<file path="config.mk">
export PLATFORM = sky130hd
export DESIGN_NAME = uart_register_block
export DESIGN_NICKNAME = d
export VERILOG_FILES = /design/src/design/urb_pkg.sv /design/src/design/urb_rx_fifo.sv /design/src/design/urb_regfile.sv /design/src/design/uart_register_block.sv
export SDC_FILE = /design/constraint.sdc
export NUM_CORES = 1
export LEC_CHECK = 0
export ABC_AREA = 0
export BUFFER_PORTS_ARGS = -buffer_cell sky130_fd_sc_hd__buf_4
export CORE_MARGIN = 5
export CORE_UTILIZATION = 40
export DETAILED_ROUTE_END_ITERATION = 10
export GPL_TIMING_DRIVEN = 0
export PLACE_DENSITY_LB_ADDON = 0.05
export SYNTH_ARGS = -nofsm -noshare
export SYNTH_HDL_FRONTEND = slang
export SYNTH_SLANG_ARGS = --single-unit
</file>
<file path="constraint.sdc">
create_clock -name clock -period 6.1 [get_ports clock]
set_clock_uncertainty 0.2 [all_clocks]
set_input_delay 0.915 -clock clock [delete_from_list [all_inputs] [get_ports clock]]
set_output_delay 0.915 -clock clock [all_outputs]
set_load 0.01 [all_outputs]
</file>
<file path="src/design/urb_pkg.sv">
// ----------------------------------------------------------------------------
// urb_pkg
// Shared types and constants for the uart register block: transaction kinds,
// register indexes, status and control bit positions, and the structs that
// connect the register file to the receive fifo.
// ----------------------------------------------------------------------------
`default_nettype none

package urb_pkg;

   localparam int unsigned RegWidth   = 32;
   localparam int unsigned ByteWidth  = 8;
   localparam int unsigned KindWidth  = 2;
   localparam int unsigned IndexWidth = 3;
   localparam int unsigned NumCtl     = 3;

   // control 0 bits
   localparam int unsigned BitTen = 3;
   localparam int unsigned BitRen = 2;

   // status bits
   localparam int unsigned BitTbe  = 7;
   localparam int unsigned BitTc   = 6;
   localparam int unsigned BitRbne = 5;

   localparam logic [RegWidth-1:0] MaskTxDone = RegWidth'((1 << BitTc) | (1 << BitTbe));
   localparam logic [RegWidth-1:0] MaskRbne   = RegWidth'(1 << BitRbne);

   // stream payload widths
   localparam int unsigned ReqDataWidth = 48;
   localparam int unsigned RspDataWidth = 48;

   typedef logic [RegWidth-1:0]   word_type;
   typedef logic [ByteWidth-1:0]  byte_type;

   typedef enum logic [KindWidth-1:0] {
      KIND_WRITE = 2'd0,
      KIND_READ  = 2'd1,
      KIND_PUSH  = 2'd2
   } kind_type;

   typedef enum logic [IndexWidth-1:0] {
      IDX_STAT = 3'd0,
      IDX_DATA = 3'd1,
      IDX_BAUD = 3'd2,
      IDX_CTL0 = 3'd3,
      IDX_CTL1 = 3'd4,
      IDX_CTL2 = 3'd5,
      IDX_GP   = 3'd6
   } reg_index_type;

   typedef struct packed {
      logic [KindWidth-1:0]  kind;
      logic [IndexWidth-1:0] reg_index;
      word_type              write_data;
      byte_type              rx_byte;
   } item_type;

   typedef struct packed {
      word_type read_data;
      logic     tx_valid;
      byte_type tx_byte;
      logic     rx_dropped;
   } result_type;

   typedef struct packed {
      logic     push;
      logic     pop;
      byte_type push_byte;
   } fifo_ctl_type;

   typedef struct packed {
      logic     empty;
      logic     single;
      logic     full;
      byte_type head_byte;
   } fifo_stat_type;

endpackage

`default_nettype wire

</file>
<file path="src/design/urb_rx_fifo.sv">
// ----------------------------------------------------------------------------
// urb_rx_fifo
// Receive fifo: byte memory with head pointer and fill count. The head entry
// is read into a register every cycle, with a bypass for a push into an
// empty fifo, so the oldest byte is always ready for a pop.
// ----------------------------------------------------------------------------
`default_nettype none

module urb_rx_fifo
   import urb_pkg::*;
#(
   parameter int unsigned FIFO_DEPTH = 16
) (
   input  wire logic          clock,
   input  wire logic          reset,
   input  wire fifo_ctl_type  ctl,
   output      fifo_stat_type stat
);

   localparam int unsigned AddrWidth  = (FIFO_DEPTH > 1) ? $clog2(FIFO_DEPTH) : 1;
   localparam int unsigned CountWidth = $clog2(FIFO_DEPTH + 1);
   localparam int unsigned SumWidth   = CountWidth + 1;
   localparam logic [AddrWidth-1:0]  LastAddr   = AddrWidth'(FIFO_DEPTH - 1);
   localparam logic [CountWidth-1:0] DepthCount = CountWidth'(FIFO_DEPTH);
   localparam logic [SumWidth-1:0]   DepthSum   = SumWidth'(FIFO_DEPTH);

   byte_type              mem [FIFO_DEPTH];
   byte_type              head_byte_ff;
   logic [AddrWidth-1:0]  head_ff, head_in;
   logic [CountWidth-1:0] count_ff, count_in;
   logic [SumWidth-1:0]   tail_sum;
   logic [AddrWidth-1:0]  tail_addr;

   always_comb begin
      tail_sum = SumWidth'(head_ff) + SumWidth'(count_ff);
      if (tail_sum >= DepthSum) begin
         tail_sum = tail_sum - DepthSum;
      end
      tail_addr = tail_sum[AddrWidth-1:0];
   end

   always_comb begin
      head_in  = head_ff;
      count_in = count_ff;
      if (ctl.pop) begin
         head_in  = (head_ff == LastAddr) ? '0 : head_ff + 1'b1;
         count_in = count_ff - 1'b1;
      end else if (ctl.push) begin
         count_in = count_ff + 1'b1;
      end
   end

   always_ff @(posedge clock) begin
      if (reset) begin
         head_ff  <= '0;
         count_ff <= '0;
      end else begin
         head_ff  <= head_in;
         count_ff <= count_in;
      end
   end

   always_ff @(posedge clock) begin
      if (ctl.push) begin
         mem[tail_addr] <= ctl.push_byte;
      end
   end

   // read port follows the next head, bypassing a write to the same entry
   always_ff @(posedge clock) begin
      if (ctl.push && (tail_addr == head_in)) begin
         head_byte_ff <= ctl.push_byte;
      end else begin
         head_byte_ff <= mem[head_in];
      end
   end

   assign stat.empty     = (count_ff == '0);
   assign stat.single    = (count_ff == CountWidth'(1));
   assign stat.full      = (count_ff == DepthCount);
   assign stat.head_byte = head_byte_ff;

endmodule

`default_nettype wire

</file>
<file path="src/design/urb_regfile.sv">
// ----------------------------------------------------------------------------
// urb_regfile
// Status, data, baud, control and general-purpose registers with the
// decode of one transaction: register update, fifo push or pop, and result.
// ----------------------------------------------------------------------------
`default_nettype none

module urb_regfile
   import urb_pkg::*;
#(
   parameter logic [31:0] STAT_RESET_VALUE  = 32'd192,
   parameter logic [31:0] OTHER_RESET_VALUE = 32'd0
) (
   input  wire logic          clock,
   input  wire logic          reset,
   input  wire logic          advance,
   input  wire item_type      item,
   input  wire fifo_stat_type fifo_stat,
   output      fifo_ctl_type  fifo_ctl,
   output      result_type    result
);

   word_type status_ff, status_in;
   word_type data_ff, data_in;
   word_type baud_ff, baud_in;
   word_type ctl_ff [NumCtl];
   word_type ctl_in [NumCtl];
   word_type gp_ff, gp_in;

   logic     ten, ren;
   logic     push, pop, dropped, tx;
   word_type rdata;

   assign ten = ctl_ff[0][BitTen];
   assign ren = ctl_ff[0][BitRen];

   always_comb begin
      status_in = status_ff;
      data_in   = data_ff;
      baud_in   = baud_ff;
      ctl_in    = ctl_ff;
      gp_in     = gp_ff;
      push      = 1'b0;
      pop       = 1'b0;
      dropped   = 1'b0;
      tx        = 1'b0;
      rdata     = '0;
      case (kind_type'(item.kind))
         KIND_WRITE: begin
            case (reg_index_type'(item.reg_index))
               IDX_STAT: status_in = item.write_data;
               IDX_DATA: begin
                  data_in = item.write_data;
                  if (ten) begin
                     tx        = 1'b1;
                     status_in = status_ff | MaskTxDone;
                  end else if (ren) begin
                     status_in = status_ff | MaskRbne;
                  end
               end
               IDX_BAUD: baud_in   = item.write_data;
               IDX_CTL0: ctl_in[0] = item.write_data;
               IDX_CTL1: ctl_in[1] = item.write_data;
               IDX_CTL2: ctl_in[2] = item.write_data;
               IDX_GP:   gp_in     = item.write_data;
               default: ;
            endcase
         end
         KIND_READ: begin
            case (reg_index_type'(item.reg_index))
               IDX_STAT: rdata = status_ff;
               IDX_DATA: begin
                  if (ren) begin
                     if (!fifo_stat.empty) begin
                        pop     = 1'b1;
                        data_in = {{(RegWidth-ByteWidth){1'b0}}, fifo_stat.head_byte};
                     end
                     if (fifo_stat.empty || fifo_stat.single) begin
                        status_in = status_ff & ~MaskRbne;
                     end
                  end
                  rdata = data_in;
               end
               IDX_BAUD: rdata = baud_ff;
               IDX_CTL0: begin
                  rdata = ctl_ff[0];
                  if (ren && !fifo_stat.empty) begin
                     pop     = 1'b1;
                     data_in = {{(RegWidth-ByteWidth){1'b0}}, fifo_stat.head_byte};
                     if (ten) begin
                        tx        = 1'b1;
                        status_in = status_ff | MaskTxDone;
                     end else begin
                        status_in = status_ff | MaskRbne;
                     end
                  end
               end
               IDX_CTL1: rdata = ctl_ff[1];
               IDX_CTL2: rdata = ctl_ff[2];
               IDX_GP:   rdata = gp_ff;
               default:  rdata = '0;
            endcase
         end
         KIND_PUSH: begin
            if (fifo_stat.full) begin
               dropped = 1'b1;
            end else begin
               push = 1'b1;
            end
            status_in = status_ff | MaskRbne;
         end
         default: ;
      endcase
   end

   always_ff @(posedge clock) begin
      if (reset) begin
         status_ff <= STAT_RESET_VALUE;
         data_ff   <= OTHER_RESET_VALUE;
         baud_ff   <= OTHER_RESET_VALUE;
         for (int i = 0; i < NumCtl; i++) begin
            ctl_ff[i] <= OTHER_RESET_VALUE;
         end
         gp_ff     <= OTHER_RESET_VALUE;
      end else if (advance) begin
         status_ff <= status_in;
         data_ff   <= data_in;
         baud_ff   <= baud_in;
         ctl_ff    <= ctl_in;
         gp_ff     <= gp_in;
      end
   end

   assign fifo_ctl.push      = advance && push;
   assign fifo_ctl.pop       = advance && pop;
   assign fifo_ctl.push_byte = item.rx_byte;

   assign result.read_data  = rdata;
   assign result.tx_valid   = tx;
   assign result.tx_byte    = tx ? data_in[ByteWidth-1:0] : '0;
   assign result.rx_dropped = dropped;

endmodule

`default_nettype wire

</file>
<file path="src/design/uart_register_block.sv">
// ----------------------------------------------------------------------------
// uart_register_block
// Register view of a uart with a receive fifo. Bus writes, bus reads and host
// byte pushes arrive as request transactions; each gives one response.
//
//   channel  dir  handshake              payload
//   req      in   req_tvalid/req_tready  req_tuser kind, req_tdata fields
//   rsp      out  rsp_tvalid/rsp_tready  rsp_tdata result fields
//
// A request is taken into the input register, is decoded against the
// registers and fifo, and its response is registered; one transaction per
// cycle is sustained while the response side does not stall.
// Reset is synchronous; the fifo memory is not cleared, only its count and
// head.
// A stalled response holds the input register, which then stalls requests.
// ----------------------------------------------------------------------------
`default_nettype none

module uart_register_block
   import urb_pkg::*;
#(
   parameter int unsigned FIFO_DEPTH        = 16,
   parameter logic [31:0] STAT_RESET_VALUE  = 32'd192,
   parameter logic [31:0] OTHER_RESET_VALUE = 32'd0
) (
   input  wire logic                    clock,
   input  wire logic                    reset,
   input  wire logic                    req_tvalid,
   output      logic                    req_tready,
   // [2:0] reg_index, [34:3] write_data, [42:35] rx_byte, [47:43] zero
   input  wire logic [ReqDataWidth-1:0] req_tdata,
   // [1:0] kind
   input  wire logic [KindWidth-1:0]    req_tuser,
   output      logic                    rsp_tvalid,
   input  wire logic                    rsp_tready,
   // [31:0] read_data, [32] tx_valid, [40:33] tx_byte, [41] rx_dropped, [47:42] zero
   output      logic [RspDataWidth-1:0] rsp_tdata
);

   localparam int unsigned RspUsed = RegWidth + 1 + ByteWidth + 1;

   logic          in_valid_ff;
   item_type      item_ff, item_in;
   logic          rsp_valid_ff;
   result_type    result_ff, result;
   logic          advance;
   logic          req_fire;
   fifo_ctl_type  fifo_ctl;
   fifo_stat_type fifo_stat;

   assign advance    = in_valid_ff && (!rsp_valid_ff || rsp_tready);
   assign req_tready = !in_valid_ff || advance;
   assign req_fire   = req_tvalid && req_tready;

   assign item_in.kind       = req_tuser;
   assign item_in.reg_index  = req_tdata[2:0];
   assign item_in.write_data = req_tdata[34:3];
   assign item_in.rx_byte    = req_tdata[42:35];

   always_ff @(posedge clock) begin
      if (reset) begin
         in_valid_ff <= 1'b0;
      end else if (req_tready) begin
         in_valid_ff <= req_tvalid;
      end
   end

   always_ff @(posedge clock) begin
      if (req_fire) begin
         item_ff <= item_in;
      end
   end

   urb_regfile #(
      .STAT_RESET_VALUE  (STAT_RESET_VALUE),
      .OTHER_RESET_VALUE (OTHER_RESET_VALUE)
   ) u_regfile (
      .clock     (clock),
      .reset     (reset),
      .advance   (advance),
      .item      (item_ff),
      .fifo_stat (fifo_stat),
      .fifo_ctl  (fifo_ctl),
      .result    (result)
   );

   urb_rx_fifo #(
      .FIFO_DEPTH (FIFO_DEPTH)
   ) u_rx_fifo (
      .clock (clock),
      .reset (reset),
      .ctl   (fifo_ctl),
      .stat  (fifo_stat)
   );

   always_ff @(posedge clock) begin
      if (reset) begin
         rsp_valid_ff <= 1'b0;
      end else if (advance) begin
         rsp_valid_ff <= 1'b1;
      end else if (rsp_tready) begin
         rsp_valid_ff <= 1'b0;
      end
   end

   always_ff @(posedge clock) begin
      if (advance) begin
         result_ff <= result;
      end
   end

   assign rsp_tvalid = rsp_valid_ff;
   assign rsp_tdata  = {{(RspDataWidth-RspUsed){1'b0}}, result_ff.rx_dropped,
                        result_ff.tx_byte, result_ff.tx_valid, result_ff.read_data};

endmodule

`default_nettype wire

</file>
==> results of run 1 <==
-- worst min-delay path, delay by kind of cell, from the launching register on --
kind	cells	cell delay [ns]
AOI/OAI and AO/OA	1	0.05
DFF	1	0.31
and+or+nand+nor	1	0.05
-- logic make-up (layout without fill, tap and decap cells) --
logic type / count (synthesis) / count (layout)
AO/OA/AOI/OAI: 419 / 419
XOR/XNOR: 6 / 6
adder cells (fa/ha/maj): 13 / 13
buffers and inverters: 147 / 334
flip-flops: 454 / 454
multiplexers: 100 / 100
other: 1 / 6
AND/OR/NAND/NOR: 581 / 581
-- power groups by stage --
stage | Sequential, uW | Combinational, uW | Clock, uW
after floorplan | 3340 | 150 | 0
after global placement | 3360 | 306 | 0
after detailed placement | 3360 | 308 | 0
after CTS | 3290 | 309 | 3000
after global routing | 3300 | 329 | 3130
final | 3290 | 311 | 2930
-- worst paths after layout --
kind	from	endpoint	cells past startpoint
worst min-delay path	u_regfile.status_ff[2]	u_regfile.status_ff[2]	2
worst min register to register	u_regfile.status_ff[2]	u_regfile.status_ff[2]	2
worst max-delay path	item_ff[40]	u_regfile.status_ff[26]	8
worst max register to register	item_ff[40]	u_regfile.status_ff[26]	8
-- registers in the layout (all words and copies together), names as in the netlist, named ones only --
name,cells
u_regfile.baud_ff,32
u_regfile.status_ff,32
item_ff,45
u_regfile.data_ff,32
rsp_tvalid,1
u_rx_fifo.count_ff,5
u_rx_fifo.head_ff,4
in_valid_ff,1
u_regfile.ctl_ff,96
rsp_tdata,42
u_regfile.gp_ff,32
u_rx_fifo.mem,128
-- layout make-up --
type,instances,area (um^2),share of cell area (%)
buffer,134,598,2.76
clock buffer,75,1400,6.45
clock inverter,19,179,0.827
inverter,13,48.8,0.225
multi-input combinational,1125,6710,31.0
sequential,454,11200,51.9
tap,607,759,3.51
timing repair buffer,93,711,3.28
-- per-stage QoR --
stage	instance area (um^2)	total power, uW
floorplan	18600	3490
global placement	20000	3670
CTS	21600	6600
detailed placement	20100	3670
finish	21600	6540
global route	21600	6760
-- cells in the final DEF, fill, tap and decap left out, drive strengths merged, types with 3 or more instances in the layout --
cell type	count
a22oi	36
or3	8
edfxtp	215
nand3	55
and3	3
ha	12
nor3b	4
o211ai	9
nor2	71
mux4	38
and2	6
a22o	24
clkbuf	164
buf	138
nand4	5
or2	3
a211oi	3
conb	6
nor3	12
clkinv	15
o21ai	36
dfxtp	239
mux2i	42
mux2	20
xnor2	4
a31oi	10
nand2	390
a211o	3
a21oi	252
inv	15
nor2b	11
a221oi	23
o22ai	6
-- cell usage after synthesis (all sizes together), types with 5 or more instances --
library cell  number  area, um^2
nand2            390        1460
a21oi            252        1260
dfxtp            239        4780
edfxtp           215        6460
clkbuf            89         334
nor2              71         269
nand3             55         280
buf               45         260
mux2i             42         420
mux4              38         856
a22oi             36         270
o21ai             36         180
a22o              24         210
a221oi            23         201
mux2              20         225
inv               13        48.8
ha                12         150
nor3              12        75.1
nor2b             11        68.8
a31oi             10        62.6
o211ai             9        67.6
or3                8        50.1
and2               6        37.5
o22ai              6        37.5
nand4              5        31.3
-- per-layer routing --
| layer | part of all wire [%] | GRT usage, % |
|---|---|---|
| met3 | 6.8 | 4.00 |
| met5 | 0 | 0 |
| met1 | 42 | 30.9 |
| met2 | 48 | 38.4 |
| met4 | 3.5 | 8.36 |
==> results.py, run 1 <==
metrics = {
    "run_status": {
        "status": "completed",
    },
    "clocking": {
        "path_clk_slew_ns": 0.06,
        "cts.sinks": 454,
        "post_cts_buffers": 0,
        "cts_buffers": 50,
        "cts_tree": "built",
        "cts_resized": 0,
        "cts_max_level": 2,
        "clk_path_buf_depth": 3,
        "cts_root_buffer": "clkbuf_16",
        "clock_latency_ns": 0.61,
        "holdBufCountCts": 0,
    },
    "global_routing": {
        "grt_pass1_wl_um": 88400,
        "grt_max_degree": 52,
        "overflow": 0,
        "grt_antenna_before_repair": 0,
        "grtUsageTotal_pct": 23.2,
        "grt_pass1_vias": 13700,
    },
    "critical_path": {
        "criticalPathCategory": "flip-flop to flip-flop",
        "startpoint_type": "flip-flop",
        "crit_arrival_ns": 3.88,
        "cp_max_fo": 10,
        "cp-end-kind": "flip-flop",
        "critPathSlowestCell": "nor3_2",
        "path_delay_family": "simple AND/OR/NAND/NOR gates",
        "cpMostUsedCell": "buf_2",
        "required_ns": 6.42,
        "rrSetupSlack_ns": 2.54,
        "cp_slowest_stage_delay_ns": 1.04,
        "crit_buf_inv": 3,
        "path_cells": "buf_2, nor3_2, nand3_1, nor2_1, buf_2, buf_2, nand3_1, a21oi_1",
    },
    "final_layout": {
        "drive_above_1_share_pct": 14.4,
        "n_antenna_cell": 0,
        "fin_util_pct": 46.8,
        "area_growth_pct": 16.5,
        "fin_cells": 2520,
        "fill_cells": 4320,
        "layout.nets": 1938,
    },
    "logic_synthesis": {
        "ys_async_sr_fraction_pct": 0,
        "ys_types": 68,
        "synthXorXnorAreaFrac_pct": 0.283,
        "ys_seq_area_share_pct": 60.5,
        "ys_seq_elements": 454,
        "netlist_area_mm2": 0.0186,
        "synth_top_family_by_area": "compound AO/OA/AOI/OAI gates",
        "synthSimpleGateAreaFrac_pct": 13.3,
        "synth-edff-count": 215,
        "synthAdderAreaFrac_pct": 0.916,
        "synthMuxAreaShare_pct": 8.08,
        "yosysWarnings": 0,
        "synthCells": 1721,
        "synth_ff_type": "dfxtp_1",
        "syn_avg_cell_area_um2": 10.8,
        "synth-compound-area-share_pct": 13.5,
    },
    "sta": {
        "hold_viol": 0,
        "drv_slew": 0,
        "period_share_pct": 58.4,
        "fin_hold_ws_ns": 0.249,
        "max_freq_ghz": 0.281,
        "setup_ws_ns": 2.54,
        "setup_viol": 0,
        "fin_crit_ns": 3.56,
        "finalSetupTns_ns": 0,
        "slew_headroom_pct": 13.5,
        "rsz0062_at_grt": "false",
        "worst_pin_slew_ns": 1.29,
    },
    "routing": {
        "drt_iter0_drc": 1212,
        "postRouteAntennaNets": 0,
        "firstDrtPassIters": 8,
        "drt_wl_total_um": 60100,
        "drc": 0,
        "vias": 14000,
        "wl_per_cell_um": 23.8,
        "routed_via_density": 5.54,
    },
    "placed_design": {
        "post-place-cells": 2426,
        "routabilityCongestion": 0.863,
        "pre_cts_slack_ns": 2.46,
        "dp_hpwl_um": 41100,
        "portBuffers": 92,
    },
    "power_and_ir_drop": {
        "power_frac_comb_pct": 4.8,
        "p_leak_uw": 0.00713,
        "p_int_uw": 5010,
        "p_switching_uw": 1530,
        "powerDensity_mw_per_mm2": 302,
        "clkPwrFrac_pct": 44.9,
        "swShare_pct": 23.5,
        "p_seq_share_pct": 50.4,
        "vdd_drop_max_v": 0.000218,
    },
    "die": {
        "dieArea_mm2": 0.0509,
        "die_x_um": 226,
        "start_util_pct": 40.2,
        "pin_count": 104,
        "fp.dieH_um": 226,
        "core_area_mm2": 0.0463,
        "rows": 79,
    },
    "hold_path": {
        "hold_class": "flip-flop to flip-flop",
    },
    "flow_run": {
        "maxCapViolations": 0,
    },
}
No activity file was read; power rests on OpenSTA's default activity.
==> run 2, diff against run 1 <==
==> constraint.sdc (replaced) <==
create_clock -name clock -period 3.1 [get_ports clock]
set_clock_uncertainty 0.2 [all_clocks]
set_input_delay 0.465 -clock clock [delete_from_list [all_inputs] [get_ports clock]]
set_output_delay 0.465 -clock clock [all_outputs]
set_load 0.01 [all_outputs]
==> results.py, run 2 (synthesis results as in run 1) <==
metrics = {
    "sta": {
        "setup_ws_ns": -0.0285,
        "drv_slew": 0,
        "hold_viol": 0,
        "period_share_pct": 101,
        "fin_crit_ns": 3.13,
        "slew_headroom_pct": 42.3,
        "worst_pin_slew_ns": 0.863,
        "max_freq_ghz": 0.320,
        "rsz0062_at_grt": "true",
        "fin_hold_ws_ns": 0.0382,
        "setup_viol": 24,
    },
    "clocking": {
        "clk_path_buf_depth": 3,
        "cts_max_level": 2,
        "cts_buffers": 50,
        "cts_tree": "built",
        "cts.sinks": 454,
        "clock_latency_ns": 0.62,
        "path_clk_slew_ns": 0.06,
        "cts_root_buffer": "clkbuf_16",
    },
    "global_routing": {
        "grt_max_degree": 52,
        "grt_pass1_vias": 13700,
        "grt_pass1_wl_um": 89200,
        "grt_antenna_before_repair": 0,
        "grtUsageTotal_pct": 23.4,
        "overflow": 0,
    },
    "die": {
        "die_x_um": 226,
        "fp.dieH_um": 226,
        "core_area_mm2": 0.0463,
        "rows": 79,
        "pin_count": 104,
        "start_util_pct": 40.2,
        "dieArea_mm2": 0.0509,
    },
    "placed_design": {
        "dp_hpwl_um": 41200,
        "portBuffers": 92,
        "pre_cts_slack_ns": -0.289,
        "routabilityCongestion": 0.875,
        "place_area_mm2": 0.0201,
    },
    "final_layout": {
        "n_antenna_cell": 0,
        "layout_commonest_cell": "nand2_1",
        "top_register": "u_rx_fifo.mem",
        "design_area_mm2": 0.0222,
        "top_regs": "u_rx_fifo.mem: 128 flops, u_regfile.ctl_ff: 96 flops, item_ff: 45 flops",
        "layout.nets": 1987,
        "area_growth_pct": 19.7,
        "drive_above_1_share_pct": 16.0,
        "largest_register_ffs": 128,
        "final_cell_mix": "390 x nand2_1, 251 x a21oi_1, 239 x dfxtp_1, 215 x edfxtp_1, 105 x buf_4",
    },
    "hold_path": {
        "hold_class": "primary input to flip-flop",
    },
    "power_and_ir_drop": {
        "p_leak_uw": 0.00740,
        "clkPwrFrac_pct": 44.4,
        "vdd_drop_max_v": 0.000426,
        "p_seq_share_pct": 50.4,
        "power_frac_comb_pct": 5.2,
        "finalPower_uw": 12800,
        "powerDensity_mw_per_mm2": 578,
        "p_int_uw": 9790,
        "p_switching_uw": 3060,
        "swShare_pct": 23.8,
    },
    "critical_path": {
        "crit_arrival_ns": 3.16,
        "required_ns": 3.13,
        "cp-end-kind": "flip-flop",
        "cp_max_fo": 8,
        "criticalPathCategory": "flip-flop to flip-flop",
        "startpoint_type": "flip-flop",
    },
    "routing": {
        "postRouteAntennaNets": 0,
        "vias": 14300,
        "drt_wl_total_um": 60500,
        "drc": 0,
        "drt_iter0_drc": 1170,
        "wl_per_cell_um": 23.6,
        "firstDrtPassIters": 5,
        "routed_via_density": 5.55,
    },
    "flow_run": {
        "maxCapViolations": 0,
    },
    "run_status": {
        "violations": "negative setup slack",
        "status": "complete, but fails checks",
    },
}
## run 2: cell count changes in the layout (fill, tap and decap cells not counted), sizes merged
cell and delta:
clkbuf +5, dlygate4sd3 +48, buf -2, bufinv -2, clkinv -1
## run 2: path summary, 6_finish.rpt
kind / startpoint / cells past startpoint / to / slack (ns)
max: u_rx_fifo.count_ff[1] / 6 / u_rx_fifo.mem[4][4] / -0.03
min: reset / 3 / u_rx_fifo.count_ff[2] / 0.04
max reg2reg: u_rx_fifo.count_ff[1] / 6 / u_rx_fifo.mem[4][4] / -0.03
min reg2reg: u_regfile.status_ff[11] / 2 / u_regfile.status_ff[11] / 0.25
## run 2: metal layers
layer / up-vias / share of wire, % / GRT usage, %
li1: 6588 / - / -
met1: 7038 / 42 / 31.5
met2: 507 / 48 / 38.5
met3: 117 / 6.7 / 3.65
met4: 0 / 3.5 / 8.40
met5: - / 0 / 0
## run 2: cell type report
class,count,area [um^2]
inverters,13,48.8
flip-flops and latches,454,11200
fillers,4280,24000
multi-input cells,1125,6790
clock buffers,77,1420
well taps,607,759
repair buffers,142,1200
clock inverters,16,141
plain buffers,134,642
## run 2: what timing repair did
item	in CTS	in global routing
buffers inserted	0	1
pin swaps	0	1
endpoints found under the hold margin	47	0
endpoints found under the setup margin	155	277
resized for setup	17	45
hold buffers	48	0
## run 2: power by group through the flow
stage	clock network (uW)	registers (uW)	logic [uW]
final	5700	6480	669
after global routing	6070	6490	708
after CTS	5820	6480	663
after detailed placement	0	6610	610
after global placement	0	6610	603
after floorplan	0	6570	295
## run 2: through the flow
| stage | instances | util, % | setup TNS, ns |
|---|---|---|---|
| 2_1_floorplan | 1726 | - | 0 |
| 3_3_place_gp | 2425 | 43.3 | -46.50 |
| 3_5_place_dp | 2426 | 43.4 | -14.24 |
| 4_1_cts | 2567 | 47.9 | -3.44 |
| 5_1_grt | 2568 | 48.1 | -7.25 |
| 6_report | 2568 | 48.1 | -0.369 |
## run 2: critical path: stages, from the launching register on
cell and delay (ns):
dfxtp_1 0.49, inv_1 0.15, ha_1 0.24, nand4bb_1 0.13
nand4_1 0.33, or3_1 0.51, nor2_1 0.69
